## src/rtl/tcc_pkg.sv

```systemverilog
// tcc_pkg: shared types for the triangle circumcircle pipeline
// no dependencies; used by tcc_div, tcc_sqrt and triangle_circumcircle
package tcc_pkg;

    // pipeline control that travels from the top level into each unit
    typedef struct packed {
        logic valid;
        logic en;
    } tcc_ctrl_t;

endpackage

```

## src/rtl/tcc_sqrt.sv

```systemverilog
// tcc_sqrt: pipelined floor square root, one root bit per stage
// uses tcc_pkg for the pipeline control
module tcc_sqrt #(
    parameter int W    = 32,
    parameter int TAGW = 1
) (
    input  logic                   aclk,
    input  logic                   aresetn,
    input  tcc_pkg::tcc_ctrl_t     ctrl,
    input  logic [2*W+1:0]         radicand,
    input  logic [TAGW-1:0]        in_tag,
    output logic                   out_valid,
    output logic [W:0]             root,
    output logic [TAGW-1:0]        out_tag
);

    localparam int RSW = 2 * W + 2;
    localparam int TW  = 2 * W + 3;
    localparam int SB  = W + 1;

    logic            v_reg    [SB];
    logic [RSW-1:0]  rem_reg  [SB];
    logic [SB-1:0]   root_reg [SB];
    logic [TAGW-1:0] tag_reg  [SB];

    logic [RSW-1:0]  rem_next  [SB];
    logic [SB-1:0]   root_next [SB];
    logic [TAGW-1:0] tag_next  [SB];

    // remainder holds radicand minus root squared
    always_comb begin
        logic [RSW-1:0] rin;
        logic [SB-1:0]  qin;
        logic [TW-1:0]  trial;
        for (int k = 0; k < SB; k++) begin
            if (k == 0) begin
                rin         = radicand;
                qin         = '0;
                tag_next[k] = in_tag;
            end else begin
                rin         = rem_reg[k-1];
                qin         = root_reg[k-1];
                tag_next[k] = tag_reg[k-1];
            end
            trial = (TW'(qin) << (SB - k)) | (TW'(1) << (2 * (SB - 1 - k)));
            rem_next[k]  = rin;
            root_next[k] = qin;
            if (TW'(rin) >= trial) begin
                rem_next[k]  = RSW'(TW'(rin) - trial);
                root_next[k] = qin | (SB'(1) << (SB - 1 - k));
            end
        end
    end

    always_ff @(posedge aclk) begin
        if (!aresetn) begin
            for (int k = 0; k < SB; k++) begin
                v_reg[k] <= 1'b0;
            end
        end else if (ctrl.en) begin
            v_reg[0] <= ctrl.valid;
            for (int k = 1; k < SB; k++) begin
                v_reg[k] <= v_reg[k-1];
            end
        end
    end

    always_ff @(posedge aclk) begin
        if (ctrl.en) begin
            rem_reg  <= rem_next;
            root_reg <= root_next;
            tag_reg  <= tag_next;
        end
    end

    assign out_valid = v_reg[SB-1];
    assign root      = root_reg[SB-1];
    assign out_tag   = tag_reg[SB-1];

endmodule

```

## config.mk

```make
export PLATFORM = sky130hd
export DESIGN_NAME = tcc_sqrt
export DESIGN_NICKNAME = d
export VERILOG_FILES = /design/src/rtl/tcc_pkg.sv /design/src/rtl/tcc_sqrt.sv
export SDC_FILE = /design/constraint.sdc
export NUM_CORES = 2
export LEC_CHECK = 0
export ABC_AREA = 0
export BUFFER_PORTS_ARGS = -buffer_cell sky130_fd_sc_hd__buf_2
export CAP_MARGIN = 20
export CORE_ASPECT_RATIO = 1.1
export CORE_UTILIZATION = 38
export DETAILED_ROUTE_END_ITERATION = 7
export MAX_ROUTING_LAYER = met4
export PLACE_DENSITY = 0.59
export SLEW_MARGIN = 20
export SYNTH_ARGS = -nofsm -noshare
export SYNTH_HDL_FRONTEND = slang
export SYNTH_SLANG_ARGS = --single-unit
```

## constraint.sdc

```tcl
create_clock -name aclk -period 5.6 [get_ports aclk]
set_input_delay 0.56 -clock aclk [delete_from_list [all_inputs] [get_ports aclk]]
set_output_delay 0.56 -clock aclk [all_outputs]
set_load 0.01 [all_outputs]
```

# Word-level counts from Yosys, hierarchy flattened
# Memory sizes are Yosys's and may differ from the RTL's.
# Index checks and enable logic that the tools add are counted.
[op_classes]
n_addsub = 32
order_cmp = 33
mux = 70
bitwise = 33
[ops]
columns = ["operator", "n"]
rows = [
  ["66-bit 2-to-1 mux", 32],
  ["66-bit by 34-bit greater-or-equal comparator with 1-bit output", 1],
  ["66-bit by 35-bit greater-or-equal comparator with 1-bit output", 1],
  ["66-bit by 36-bit greater-or-equal comparator with 1-bit output", 1],
  ["66-bit by 37-bit greater-or-equal comparator with 1-bit output", 1],
  ["66-bit by 38-bit greater-or-equal comparator with 1-bit output", 1],
  ["66-bit by 39-bit greater-or-equal comparator with 1-bit output", 1],
  ["66-bit by 40-bit greater-or-equal comparator with 1-bit output", 1],
  ["66-bit by 41-bit greater-or-equal comparator with 1-bit output", 1],
  ["66-bit by 42-bit greater-or-equal comparator with 1-bit output", 1],
  ["66-bit by 43-bit greater-or-equal comparator with 1-bit output", 1],
  ["66-bit by 44-bit greater-or-equal comparator with 1-bit output", 1],
  ["66-bit by 45-bit greater-or-equal comparator with 1-bit output", 1],
  ["66-bit by 46-bit greater-or-equal comparator with 1-bit output", 1],
  ["66-bit by 47-bit greater-or-equal comparator with 1-bit output", 1],
  ["66-bit by 48-bit greater-or-equal comparator with 1-bit output", 1],
  ["66-bit by 49-bit greater-or-equal comparator with 1-bit output", 1],
  ["66-bit by 50-bit greater-or-equal comparator with 1-bit output", 1],
  ["66-bit by 51-bit greater-or-equal comparator with 1-bit output", 1],
  ["66-bit by 52-bit greater-or-equal comparator with 1-bit output", 1],
  ["66-bit by 53-bit greater-or-equal comparator with 1-bit output", 1],
  ["66-bit by 54-bit greater-or-equal comparator with 1-bit output", 1],
  ["66-bit by 55-bit greater-or-equal comparator with 1-bit output", 1],
  ["66-bit by 56-bit greater-or-equal comparator with 1-bit output", 1],
  ["45 further kinds", 113],
]
[word_totals]
regBits = 3234
ramBits = 33
in_bits = 71
output_inout_bits = 35
wordCells = 299
n_memories = 1
[memory_table]
columns = ["memory", "words", "width", "rd", "rd_clocked_by_memory_dff", "write_ports", "line_no", "rtl"]
rows = [
  ["v_reg", 33, 1, 33, 0, 33, "tcc_sqrt.sv:21", "logic v_reg [SB];"],
]

# Depth between registers and ports, before layout
[logic_depth]
word_depth = 4
ltp_mapped = 15
ltp_nobuf = 12

# Least setup slack after synthesis
# No wires, ideal clock.
[synth_timing]
path_type = "reg2reg"
startpoint = "reg rem_reg[1174] (netlist name)"
endpoint = "reg rem_reg[1093] (netlist name), data pin"
setup_time_ns = 0.262
arrival_time_ns = 3.277
required_ns = 5.338
setup_slack_ns = 2.061
stages_incl_launch_ff = 9
path_buffers = 1
period_less_slack_ns = 3.539
cell_sequence = "edfxtp_1 -> or4_4 -> or4_4 -> nor4_4 -> nor4b_2 -> or4b_1 -> a211oi_4 -> buf_4 -> mux2_1"
[synth_lines]
columns = ["element", "line_no", "rtl"]
rows = [
  ["start, declared", "tcc_sqrt.sv:22", "logic [RSW-1:0] rem_reg [SB];"],
  ["start signal, assigned", "tcc_sqrt.sv:70", "rem_reg <= rem_next;"],
]

==> results.md <==
* Num rows at 226
* Antenna viol nets, final at 0
* WHS at 0.170 ns
* Vias in the first global route at 86,000
* Final Max Tran Viols at 0
* Slowest-stage cell, CP: or4_1
* Multi-input logic area at 46,100 µm²
* Hold path start: ctrl[0]
* Post-Synthesis Cells at 10,600
* Number of remaining DRC errors at 0
* Initial Util at 38.3%
* FF-to-FF setup slack at 0.89 ns
* Fin nets at 11,600
* Worst Setup Start Kind: flop
* P per Cell Area at 420 nW/µm²
* Unique masters post-synth at 93
* CP max FO at 24
* Worst IR Drop VDD at 370 µV
* Vias/cell at 5.46
* Worst hold endpoint: rem_reg[1366]
* Net Sw Frac at 30.9%
* Hold path cells at 1
* Synth Cell Area at 132,000 µm²
* Pin count of the biggest net entering global routing at 165
* Seq cells post-synth at 2,739
* Share of cells above drive strength 1 at 7.38%
* GRT Overall Usage at 21.9%
* Initial antenna violation count at 5
* PortBufs at 105
* Iter 0 DRT Violations at 5,990
* Worst slew margin at 25.9%
* Final setup viols at 0
* Final worst slack at 0.892 ns
* Reg-to-reg critical path startpoint: root_reg[171]
* Post-synth top cells: edfxtp_1, inv_1, nor2_1, nand2_1, a21oi_1
* Critical path cell sequence: inv_1 > ha_1 > nor4b_1 > nand3b_1 > or4_1 > or4_1 > nand4_1 > o21bai_4 > buf_4 > buf_4 > nor2_1 > a21oi_1
* Post-Route Setup TNS at 0 ns
* Total Wirelength at 381,000 µm
* Reg2reg end: rem_reg[280]
* CP Class: reg2reg
* Avg WL per Cell at 24.2 µm
* Fill count at 31,500
* Fmax at 212 MHz
* Number of flip-flops under the largest register name at 2,112
* Avg Inst Size Synth at 12.4 µm²
* Maximum root-to-sink buffer count at 4
* RSZ-0062 raised after global routing: false
* Post-synth EDFFs at 2,739
* # H-tree levels at 5
* FF+latch area at 82,200 µm²
* Final core utilization at 43.2%
* Top_reg_cell synth: edfxtp_1
* Setup crit end kind: flop
* I/O pin count at 106
* Actual slew at the worst max-slew pin at 1.10 ns
* Root buf cell: clkbuf_16
* Top cells by area, synth: edfxtp_1, ha_1, xnor2_1, xor2_1, a21oi_1
* Post-synth top area cell: edfxtp_1
* Count leader, synth: edfxtp_1
* Clock sink total at 2,739
* First-pass GRT wire length at 556,000 µm
* Status: complete, no violations
* Leakage power at 55.2 nW
* Max stage delay on crit path at 0.63 ns
* GR Overflow Total at 0
* GP Congestion at 0.951
* Setup Fix Bufs, Post-CTS at 0
* CTS tree: built
* Final Skew at 0.0929 ns
* DRT Pass-1 Iters at 5
* Via count at 85,900
* CTS Buf Count at 300
* Core box area at 345,000 µm²
* CP Data Required Time at 6.26 ns
* Register area share after synthesis at 62.3%
* Net Sw Power at 19.3 mW
* Clk pwr share at 32.6%
* Syn_nets at 11,300
* Synth top area share at 62.3%
* Final Hold Viols at 0
* DIE AREA at 350,000 µm²
* CP startpoint: root_reg[171]
* FF-to-FF path depth at 12
* MaxCap Viol Count at 0
* Critical Path AT at 5.37 ns
* Worst hold path type: in2reg
* Final worst-path cycle share at 84.1%
* FFs w/ async S/R, synth at 0%
* Min cycle time layout at 4.71 ns
* Die Wd at 564 µm
* Area growth syn-to-layout at 13.0%
* DIE HEIGHT at 620 µm
* Comb pwr share at 21.6%
* P_int at 43.2 mW
* Reg power frac at 45.7%
* Dpl ws at 0.919 ns
* YS warnings at 0
* Dpl hpwl at 294,000 µm
* Clk Latency, worst-skew pair at 0.96 ns
* Clk slew on worst S/H paths at 0.06 ns
## cell usage in the layout, fill, tap and decap left out, types with 57 or more instances in the layout
master,instances
nand2_1,659
nor3_1,291
a31oi_1,57
and3_1,87
nor2b_1,70
a21oi_1,635
inv_1,754
buf_2,106
o21ai_0,501
xor2_1,429
nand4_1,188
nand2b_1,122
nor4_1,367
a21o_1,252
nor2_1,685
ha_1,590
or4_1,68
o21bai_1,63
or3_1,129
clkbuf_16,304
buf_4,71
o21a_1,117
mux2_2,72
edfxtp_1,2739
dlygate4sd3_1,69
xnor2_1,506
nand3_1,214
## through the flow
stage	area, µm²	power [mW]	cells
CTS	149000	63.0	15700
detailed placement	138000	42.4	15100
floorplan	132000	36.9	10600
global placement	138000	42.3	15100
global route	149000	65.3	15700
finish	149000	62.6	15700
## worst max path at each step
stage	endpoint	cells after the start
global placement	rem_reg[174]	10
global route	rem_reg[190]	10
finish	rem_reg[280]	12
floorplan	rem_reg[1093]	8
detailed placement	rem_reg[280]	11
CTS	rem_reg[174]	10
## power by group through the flow
stage	logic (mW)	clock network, mW	registers (mW)
5_1_grt	14.8	21.6	28.8
6_report	13.5	20.4	28.6
3_5_place_dp	13.4	0	29.0
2_1_floorplan	9.46	0	27.5
3_3_place_gp	13.2	0	29.0
4_1_cts	13.5	20.9	28.6
## what timing repair did
item	CTS	global route
resized for setup	0	0
hold buffers	69	0
endpoints found under the hold margin	69	0
## critical path, delay by kind of cell, from the launching register on
family / cells / cell delay [ns]
AND/OR/NAND/NOR: 6 / 1.95
adder cells (fa/ha/maj): 1 / 0.37
AO/OA/AOI/OAI: 2 / 0.78
flip-flops: 1 / 0.55
buffers and inverters: 3 / 0.79
## cell type report
cell class                      instances  share of cell area (%)
Tap cell                             4560                    3.82
Clock buffer                          351                    5.22
Inverter                              758                    1.91
Clock inverter                        189                    1.57
Timing Repair Buffer                  264                    1.40
Sequential cell                      2739                    55.1
Antenna cell                           28                  0.0470
Multi-Input combinational cell       6856                    30.9
## routing by layer
metal,wire length [µm],vias to the layer above,GRT usage [%]
met5,0,-,-
met2,207000,2303,41.3
met3,13700,793,2.32
met4,26100,0,12.9
met1,134000,42400,21.7
li1,-,40500,-
## cells by family after synthesis
kind of cell,share of synthesized area [%]
adders and majority gates,5.59
and+or+nand+nor,12.6
buffers and inverters,2.89
DFF,62.3
muxes,0.676
xor gates and xnor gates,6.22
AOI/OAI and AO/OA,9.68
No activity file was read; power rests on OpenSTA's default activity.
